$ cat config.mk
export PLATFORM = sky130hd
export DESIGN_NAME = twin_valve_alternation_sequencer_unit
export DESIGN_NICKNAME = d
export VERILOG_FILES = /design/src/hdl/tvas_pkg.sv /design/src/hdl/twin_valve_alternation_sequencer_unit.sv /design/src/hdl/tvas_step.sv
export SDC_FILE = /design/constraint.sdc
export NUM_CORES = 1
export LEC_CHECK = 0
export BUFFER_PORTS_ARGS = -buffer_cell sky130_fd_sc_hd__buf_2
export CORE_UTILIZATION = 47
export CTS_BUF_LIST = sky130_fd_sc_hd__clkbuf_4 sky130_fd_sc_hd__clkbuf_8 sky130_fd_sc_hd__clkbuf_16
export DETAILED_ROUTE_END_ITERATION = 16
export PLACE_DENSITY = 0.74
export REMOVE_ABC_BUFFERS = 1
export SLEW_MARGIN = 20
export SYNTH_ARGS = -nofsm -noshare
export SYNTH_HDL_FRONTEND = slang
export SYNTH_SLANG_ARGS = --single-unit
$ cat constraint.sdc
create_clock -name aclk -period 5.2 [get_ports aclk]
set_input_delay 0.78 -clock aclk [delete_from_list [all_inputs] [get_ports aclk]]
set_output_delay 0.78 -clock aclk [all_outputs]
set_load 0.02 [all_outputs]
$ cat src/hdl/tvas_pkg.sv
`default_nettype none

package tvas_pkg;

    localparam int unsigned TIMER_BITS_DEFAULT = 24;

    localparam int unsigned DURATION_W = 24;
    localparam int unsigned LEVEL_W    = 16;
    localparam int unsigned CFG_DATA_W = 24;
    localparam int unsigned CFG_IDX_W  = 2;
    localparam int unsigned S_DATA_W   = 24;
    localparam int unsigned M_DATA_W   = 8;

    localparam logic [DURATION_W-1:0] OVERLAP_MS_RESET    = 24'd750;
    localparam logic [DURATION_W-1:0] TOWER_OPEN_MS_RESET = 24'd59250;
    localparam logic [LEVEL_W-1:0]    SUPPLY_ON_RESET     = 16'd900;
    localparam logic [LEVEL_W-1:0]    SUPPLY_OFF_RESET    = 16'd700;

    typedef enum logic [CFG_IDX_W-1:0] {
        REG_OVERLAP_MS    = 2'd0,
        REG_TOWER_OPEN_MS = 2'd1,
        REG_SUPPLY_ON     = 2'd2,
        REG_SUPPLY_OFF    = 2'd3
    } reg_index_t;

    typedef enum logic {
        CMD_TICK       = 1'b0,
        CMD_SET_ENABLE = 1'b1
    } cmd_t;

    typedef enum logic [2:0] {
        PH_INACTIVE = 3'd0,
        PH_LEFT     = 3'd1,
        PH_BOTH_L   = 3'd2,
        PH_RIGHT    = 3'd3,
        PH_BOTH_R   = 3'd4,
        PH_LOW      = 3'd5
    } phase_t;

    typedef struct packed {
        logic   enabled;
        phase_t phase;
    } ctl_t;

    typedef struct packed {
        logic [DURATION_W-1:0] overlap_ms;
        logic [DURATION_W-1:0] tower_open_ms;
        logic [LEVEL_W-1:0]    supply_on_level;
        logic [LEVEL_W-1:0]    supply_off_level;
    } cfg_t;

endpackage

`default_nettype wire

$ cat src/hdl/twin_valve_alternation_sequencer_unit.sv
// Twin valve alternation sequencer.
// The input stream carries one item per transfer: s_tuser selects a one
// millisecond tick (with a supply pressure sample in s_tdata) or a set-enable
// command (with the requested level in s_tdata). Every input transfer yields
// exactly one output transfer that reports the phase, both valve drives and
// the enable flag as they stand after that item.
// Registers are written through cfg_wr_en, cfg_index and cfg_data; the user
// must write them only while the stream is idle; the block does not enforce
// this. They take effect on the next item. An item passes through the input
// register, then through the update logic into the result register.
// Throughput is one item per cycle while the receiver holds m_tready high.
// When the receiver holds m_tready low, the result register and then the
// input register fill and s_tready drops; no item is lost or repeated.
// After reset the block is disabled in the inactive phase with the timer at
// zero, both valves closed, and the registers at their default values.
`default_nettype none

module twin_valve_alternation_sequencer_unit #(
    parameter int unsigned TIMER_BITS = tvas_pkg::TIMER_BITS_DEFAULT
) (
    input  logic                              aclk,
    input  logic                              aresetn,
    input  logic                              cfg_wr_en,
    input  logic [tvas_pkg::CFG_IDX_W-1:0]    cfg_index,
    input  logic [tvas_pkg::CFG_DATA_W-1:0]   cfg_data,
    input  logic                              s_tvalid,
    output logic                              s_tready,
    // [15:0] supply_psi_x10, [16] enable_value, [23:17] zero
    input  logic [tvas_pkg::S_DATA_W-1:0]     s_tdata,
    // [0] cmd
    input  logic                              s_tuser,
    output logic                              m_tvalid,
    input  logic                              m_tready,
    // [2:0] phase, [3] left_valve_on, [4] right_valve_on, [5] is_enabled,
    // [7:6] zero
    output logic [tvas_pkg::M_DATA_W-1:0]     m_tdata
);

    tvas_pkg::cfg_t                     cfg_reg;
    tvas_pkg::ctl_t                     ctl_reg;
    tvas_pkg::ctl_t                     ctl_next;
    logic [TIMER_BITS-1:0]              elapsed_reg;
    logic [TIMER_BITS-1:0]              elapsed_next;

    logic                               in_valid_reg;
    tvas_pkg::cmd_t                     in_cmd_reg;
    logic [tvas_pkg::LEVEL_W-1:0]       in_psi_reg;
    logic                               in_enable_reg;

    logic                               out_valid_reg;
    logic [tvas_pkg::M_DATA_W-1:0]      out_data_reg;
    logic [tvas_pkg::M_DATA_W-1:0]      out_data_next;

    logic                               advance;
    logic                               left_on;
    logic                               right_on;

    assign advance  = !out_valid_reg || m_tready;
    assign s_tready = !in_valid_reg || advance;
    assign m_tvalid = out_valid_reg;
    assign m_tdata  = out_data_reg;

    always_ff @(posedge aclk) begin
        if (!aresetn) begin
            cfg_reg.overlap_ms       <= tvas_pkg::OVERLAP_MS_RESET;
            cfg_reg.tower_open_ms    <= tvas_pkg::TOWER_OPEN_MS_RESET;
            cfg_reg.supply_on_level  <= tvas_pkg::SUPPLY_ON_RESET;
            cfg_reg.supply_off_level <= tvas_pkg::SUPPLY_OFF_RESET;
        end else if (cfg_wr_en) begin
            case (tvas_pkg::reg_index_t'(cfg_index))
                tvas_pkg::REG_OVERLAP_MS:
                    cfg_reg.overlap_ms <= cfg_data;
                tvas_pkg::REG_TOWER_OPEN_MS:
                    cfg_reg.tower_open_ms <= cfg_data;
                tvas_pkg::REG_SUPPLY_ON:
                    cfg_reg.supply_on_level <= cfg_data[tvas_pkg::LEVEL_W-1:0];
                tvas_pkg::REG_SUPPLY_OFF:
                    cfg_reg.supply_off_level <= cfg_data[tvas_pkg::LEVEL_W-1:0];
                default: begin
                end
            endcase
        end
    end

    always_ff @(posedge aclk) begin
        if (!aresetn) begin
            in_valid_reg <= 1'b0;
        end else if (s_tready) begin
            in_valid_reg <= s_tvalid;
        end
    end

    always_ff @(posedge aclk) begin
        if (s_tready && s_tvalid) begin
            in_cmd_reg    <= tvas_pkg::cmd_t'(s_tuser);
            in_psi_reg    <= s_tdata[tvas_pkg::LEVEL_W-1:0];
            in_enable_reg <= s_tdata[tvas_pkg::LEVEL_W];
        end
    end

    tvas_step #(
        .TIMER_BITS (TIMER_BITS)
    ) u_step (
        .cfg            (cfg_reg),
        .ctl            (ctl_reg),
        .elapsed        (elapsed_reg),
        .cmd            (in_cmd_reg),
        .supply_psi_x10 (in_psi_reg),
        .enable_value   (in_enable_reg),
        .ctl_next       (ctl_next),
        .elapsed_next   (elapsed_next)
    );

    always_comb begin
        case (ctl_next.phase)
            tvas_pkg::PH_LEFT:   begin left_on = 1'b1; right_on = 1'b0; end
            tvas_pkg::PH_BOTH_L: begin left_on = 1'b1; right_on = 1'b1; end
            tvas_pkg::PH_RIGHT:  begin left_on = 1'b0; right_on = 1'b1; end
            tvas_pkg::PH_BOTH_R: begin left_on = 1'b1; right_on = 1'b1; end
            default:             begin left_on = 1'b0; right_on = 1'b0; end
        endcase
    end

    assign out_data_next = {2'b00, ctl_next.enabled, right_on, left_on, ctl_next.phase};

    always_ff @(posedge aclk) begin
        if (!aresetn) begin
            ctl_reg.enabled <= 1'b0;
            ctl_reg.phase   <= tvas_pkg::PH_INACTIVE;
            elapsed_reg     <= '0;
            out_valid_reg   <= 1'b0;
        end else if (advance) begin
            out_valid_reg <= in_valid_reg;
            if (in_valid_reg) begin
                ctl_reg     <= ctl_next;
                elapsed_reg <= elapsed_next;
            end
        end
    end

    always_ff @(posedge aclk) begin
        if (advance && in_valid_reg) begin
            out_data_reg <= out_data_next;
        end
    end

    a_disabled_is_inactive: assert property (@(posedge aclk) disable iff (!aresetn)
        !ctl_reg.enabled |-> ctl_reg.phase == tvas_pkg::PH_INACTIVE)
        else $error("phase left inactive while disabled");

    a_timer_monotonic: assert property (@(posedge aclk) disable iff (!aresetn)
        $past(aresetn) |-> (elapsed_reg >= $past(elapsed_reg)) || (elapsed_reg == '0))
        else $error("phase timer moved backward without a phase change");

    a_stall_blocks_input: assert property (@(posedge aclk) disable iff (!aresetn)
        (out_valid_reg && !m_tready && in_valid_reg) |-> !s_tready)
        else $error("input accepted while both stages are full");

endmodule

`default_nettype wire

$ cat src/hdl/tvas_step.sv
`default_nettype none

module tvas_step #(
    parameter int unsigned TIMER_BITS = tvas_pkg::TIMER_BITS_DEFAULT
) (
    input  tvas_pkg::cfg_t                  cfg,
    input  tvas_pkg::ctl_t                  ctl,
    input  logic [TIMER_BITS-1:0]           elapsed,
    input  tvas_pkg::cmd_t                  cmd,
    input  logic [tvas_pkg::LEVEL_W-1:0]    supply_psi_x10,
    input  logic                            enable_value,
    output tvas_pkg::ctl_t                  ctl_next,
    output logic [TIMER_BITS-1:0]           elapsed_next
);

    localparam int unsigned CMP_W =
        (TIMER_BITS > tvas_pkg::DURATION_W) ? TIMER_BITS : tvas_pkg::DURATION_W;

    logic [TIMER_BITS-1:0]             elapsed_inc;
    logic [tvas_pkg::DURATION_W-1:0]   phase_len;
    logic                              cycling;
    logic                              expired;
    tvas_pkg::phase_t                  advance_phase;

    assign elapsed_inc = (elapsed == {TIMER_BITS{1'b1}}) ? elapsed
                                                         : elapsed + 1'b1;

    assign cycling = (ctl.phase == tvas_pkg::PH_LEFT)   ||
                     (ctl.phase == tvas_pkg::PH_BOTH_L) ||
                     (ctl.phase == tvas_pkg::PH_RIGHT)  ||
                     (ctl.phase == tvas_pkg::PH_BOTH_R);

    assign phase_len = ((ctl.phase == tvas_pkg::PH_LEFT) ||
                        (ctl.phase == tvas_pkg::PH_RIGHT)) ? cfg.tower_open_ms
                                                           : cfg.overlap_ms;

    assign expired = CMP_W'(elapsed_inc) >= CMP_W'(phase_len);

    always_comb begin
        case (ctl.phase)
            tvas_pkg::PH_LEFT:   advance_phase = tvas_pkg::PH_BOTH_L;
            tvas_pkg::PH_BOTH_L: advance_phase = tvas_pkg::PH_RIGHT;
            tvas_pkg::PH_RIGHT:  advance_phase = tvas_pkg::PH_BOTH_R;
            default:             advance_phase = tvas_pkg::PH_LEFT;
        endcase
    end

    always_comb begin
        ctl_next     = ctl;
        elapsed_next = elapsed;
        case (cmd)
            tvas_pkg::CMD_TICK: begin
                elapsed_next = elapsed_inc;
                if (ctl.enabled) begin
                    if (cycling) begin
                        if (supply_psi_x10 <= cfg.supply_off_level) begin
                            ctl_next.phase = tvas_pkg::PH_LOW;
                            elapsed_next   = '0;
                        end else if (expired) begin
                            ctl_next.phase = advance_phase;
                            elapsed_next   = '0;
                        end
                    end else if (supply_psi_x10 >= cfg.supply_on_level) begin
                        ctl_next.phase = tvas_pkg::PH_LEFT;
                        elapsed_next   = '0;
                    end
                end
            end
            tvas_pkg::CMD_SET_ENABLE: begin
                if (enable_value != ctl.enabled) begin
                    ctl_next.enabled = enable_value;
                    ctl_next.phase   = enable_value ? tvas_pkg::PH_LEFT
                                                    : tvas_pkg::PH_INACTIVE;
                    elapsed_next     = '0;
                end
            end
            default: begin
                ctl_next     = ctl;
                elapsed_next = elapsed;
            end
        endcase
    end

endmodule

`default_nettype wire

==> results.yml <==
cts:
  cts_resized: 0
  cts_tree: "yes"
  post_cts_buffers: 0
  cts_buffers: 17
  cts_hold_buf: 0
  htree_levels: 4
  clock-root-buffer: "clkbuf_16"
  clk-insertion-delay-late_ns: 0.43
  clk_path_buf_depth: 2
  cts_sinks: 134
  clk_pin_slew_ns: 0.06
floorplanning:
  core_area_sq_um: 14700
  rows: 44
  ioPinCount: 66
  die_area_sq_um: 15700
  die_width_um: 125
  initial_core_util: 0.486
  die_h_um: 125
logic_synthesis:
  synth_area_sq_um: 7140
  synth_area_per_cell_sq_um: 8.63
  synth_top_family_by_area: "simple AND/OR/NAND/NOR gates"
  yosys_warnings: 0
  ys_seq_area_frac: 0.409
  synth_edf_count: 24
  synthXorXnorAreaFrac: 0.0282
  async_reset_ff_frac: 0
  synth-main-ff-cell: "dfxtp_1"
  ys_ff_latch: 134
  synth_mux_area_frac: 0.0417
  synth_cell_types: 72
  synth-compound-area-share: 0.159
  synthAdderAreaFrac: 0.0999
  synthSimpleGateAreaFrac: 0.214
  synth_cells: 827
power:
  pwr-share-seq: 0.425
  clkPwrFrac: 0.485
  intPower_uw: 2010
  power.leakage_uw: 0.00326
  p_sw_frac: 0.236
  power.density_nw_per_um2: 321
  p_total_uw: 2630
  max-vdd-ir-drop_uv: 245
  combinationalPowerShare: 0.090
  switching_power_uw: 620
grt:
  track_usage: 0.211
  grt_max_degree: 45
  grt_pass1_wl_um: 26300
  grt_antenna_before_repair: 0
  grt_pass1_vias: 5590
  grt.overflow.total: 0
layout:
  final_nets: 983
  n_fill_cell: 1293
  fin_util: 0.557
  num_antenna_cells: 0
  layout_common_cells: "193 x nand2_1, 110 x dfxtp_1, 86 x a21oi_1"
  drive_gt1_frac: 0.153
  largest_reg_flops: 80
  area_delta_synth_final_pct: 14.6
  final_common_cell: "nand2_1"
worst_setup_path:
  start_kind: "flop"
  crit_chain: "ha_1 -> nand3_1 -> nor4_4 -> nand2b_1 -> nand2b_1 -> nor2_1 -> nand3_1 -> nor2_1 -> xor2_1 -> ha_1 -> and4_1 -> nand2_1 -> a2111o_1 -> o21ai_2 -> nor2_2 -> a221oi_2 -> o221a_2 -> xnor2_1 -> mux2i_1"
  path_delay_family: "simple AND/OR/NAND/NOR gates"
  critical_path.endpoint: "m_tdata[3]"
  worst_r2r_startpoint: "elapsed_reg[0]"
  r2r_slack_ns: 0.56
  critPathCaptureType: "flop"
  worstPathArrival_ns: 4.81
  cpPeakStageDelay_ns: 0.43
  crit_start: "elapsed_reg[0]"
  cp_num_buf_inv: 0
  cp_data_required_time_ns: 5.37
  reg2reg_to: "m_tdata[3]"
  cp_max_fo: 6
  cpMaxStageDelayCell: "dfxtp_1"
  crit_type: "flop to flop"
  ff2ff_path_depth: 19
  cp_num_cells: 19
placement:
  gp_congestion: 0.846
  post-dp-hpwl_um: 11000
  portBuffers: 56
sta:
  tns_ns: 0
  holdWs_ns: 0.451
  fin_crit_sh: 0.892
  fin_crit_ns: 4.64
  final_hold_viol_count: 0
  slew_headroom: 0.401
  rsz0062_at_grt: "false"
  fmax_mhz: 216
  setup_viol: 0
  tightest_slew_ns: 0.898
  finClkSkew_ns: 0.00960
  slew_viol_final: 0
route:
  drt-initial-drc-count: 293
  wirelength_um: 15700
  post_drt_wl_per_cell_um: 14.7
  dr.pass1.iters: 5
  vias: 5857
  viasPerCell: 5.49
  antenna_left: 0
  drc: 0
worst_hold_path:
  hold_path.class: "flop to flop"
run_status:
  outcome: "completed"
job:
  drv_cap: 0
==> metrics by stage <==
stage / instance area [sq um] / worst slack (ns) / std cells
after floorplan: 6960 / 0.564 / 787
after global placement: 7550 / 0.647 / 1035
after detailed placement: 7550 / 0.593 / 1035
after CTS: 8180 / 0.540 / 1067
after global routing: 8180 / 0.184 / 1067
final: 8180 / 0.560 / 1067
==> synthesized netlist by cell type (2+ instances only) <==
library cell	number	area, sq um
a2111o_1	2	22.5
a211oi_1	3	22.5
a21o_1	2	15.0
a21oi_1	86	430
a21oi_2	2	17.5
a22oi_1	12	90.1
a311oi_1	10	87.6
and2_1	4	25.0
and3_1	3	18.8
and3_4	4	45.0
buf_2	2	10.0
buf_4	3	22.5
buf_6	2	22.5
clkbuf_1	33	124
dfxtp_1	110	2200
edfxtp_1	24	721
ha_1	57	713
inv_1	42	158
mux2_2	2	22.5
mux2i_1	26	260
nand2_1	193	724
nand2b_1	11	68.8
nand3_1	31	155
nand4_1	12	75.1
nor2_1	40	150
nor2_2	3	18.8
nor2b_1	3	18.8
nor3_1	5	25.0
nor4_1	2	12.5
nor4_2	2	25.0
o2111ai_1	2	17.5
o211ai_1	13	97.6
o21a_1	4	30.0
o21ai_0	11	55.1
o21ai_1	2	10.0
o221a_2	2	22.5
or2_2	4	25.0
or4_1	3	22.5
xnor2_1	13	114
xor2_1	10	87.6
==> worst min-delay path by stage <==
stage	cells past startpoint	start	endpoint	slack, ns
detailed placement	2	cfg_reg[56]	cfg_reg[56]	0.45
global route	2	cfg_reg[19]	cfg_reg[19]	0.47
floorplan	2	cfg_reg[32]	cfg_reg[32]	0.43
global placement	2	cfg_reg[56]	cfg_reg[56]	0.44
CTS	2	cfg_reg[56]	cfg_reg[56]	0.45
finish	2	cfg_reg[56]	cfg_reg[56]	0.45
==> routing by layer <==
metal / global-route usage / wire length (um) / share of wire
met5: 0 / 0 / 0
met4: 0.0811 / 332 / 0.021
met3: 0.0471 / 852 / 0.054
met2: 0.355 / 7510 / 0.48
met1: 0.262 / 6990 / 0.45
==> worst min-delay path, stage by stage (launching register included) <==
cell     delay, ns
dfxtp_1       0.30
nand2_1       0.05
a21oi_1       0.05
==> power by group through the flow <==
stage	combinational (uW)	clock, uW	sequential, uW
floorplan	150	0	1140
global route	266	1340	1120
detailed placement	236	0	1140
finish	237	1280	1120
global placement	231	0	1140
CTS	239	1290	1120
==> area by class of cell <==
cell class              count  area, sq um  area share
well taps                 184          230      0.0281
repair buffers             64          353      0.0431
inverters                  42          158      0.0193
flip-flops and latches    134         2920       0.357
multi-input cells         611         3890       0.475
clock buffers              18          450      0.0551
clock inverters            14          180      0.0220
==> cells by family (layout without fill, tap and decap cells) <==
group	after synthesis	in the layout
buffers and inverters	83	138
muxes	29	29
and+or+nand+nor	331	331
AOI/OAI and AO/OA	169	169
xor gates and xnor gates	23	23
DFF	134	134
adders and majority gates	57	57
other	1	2
Note: power is estimated with default switching activity, not from simulation.
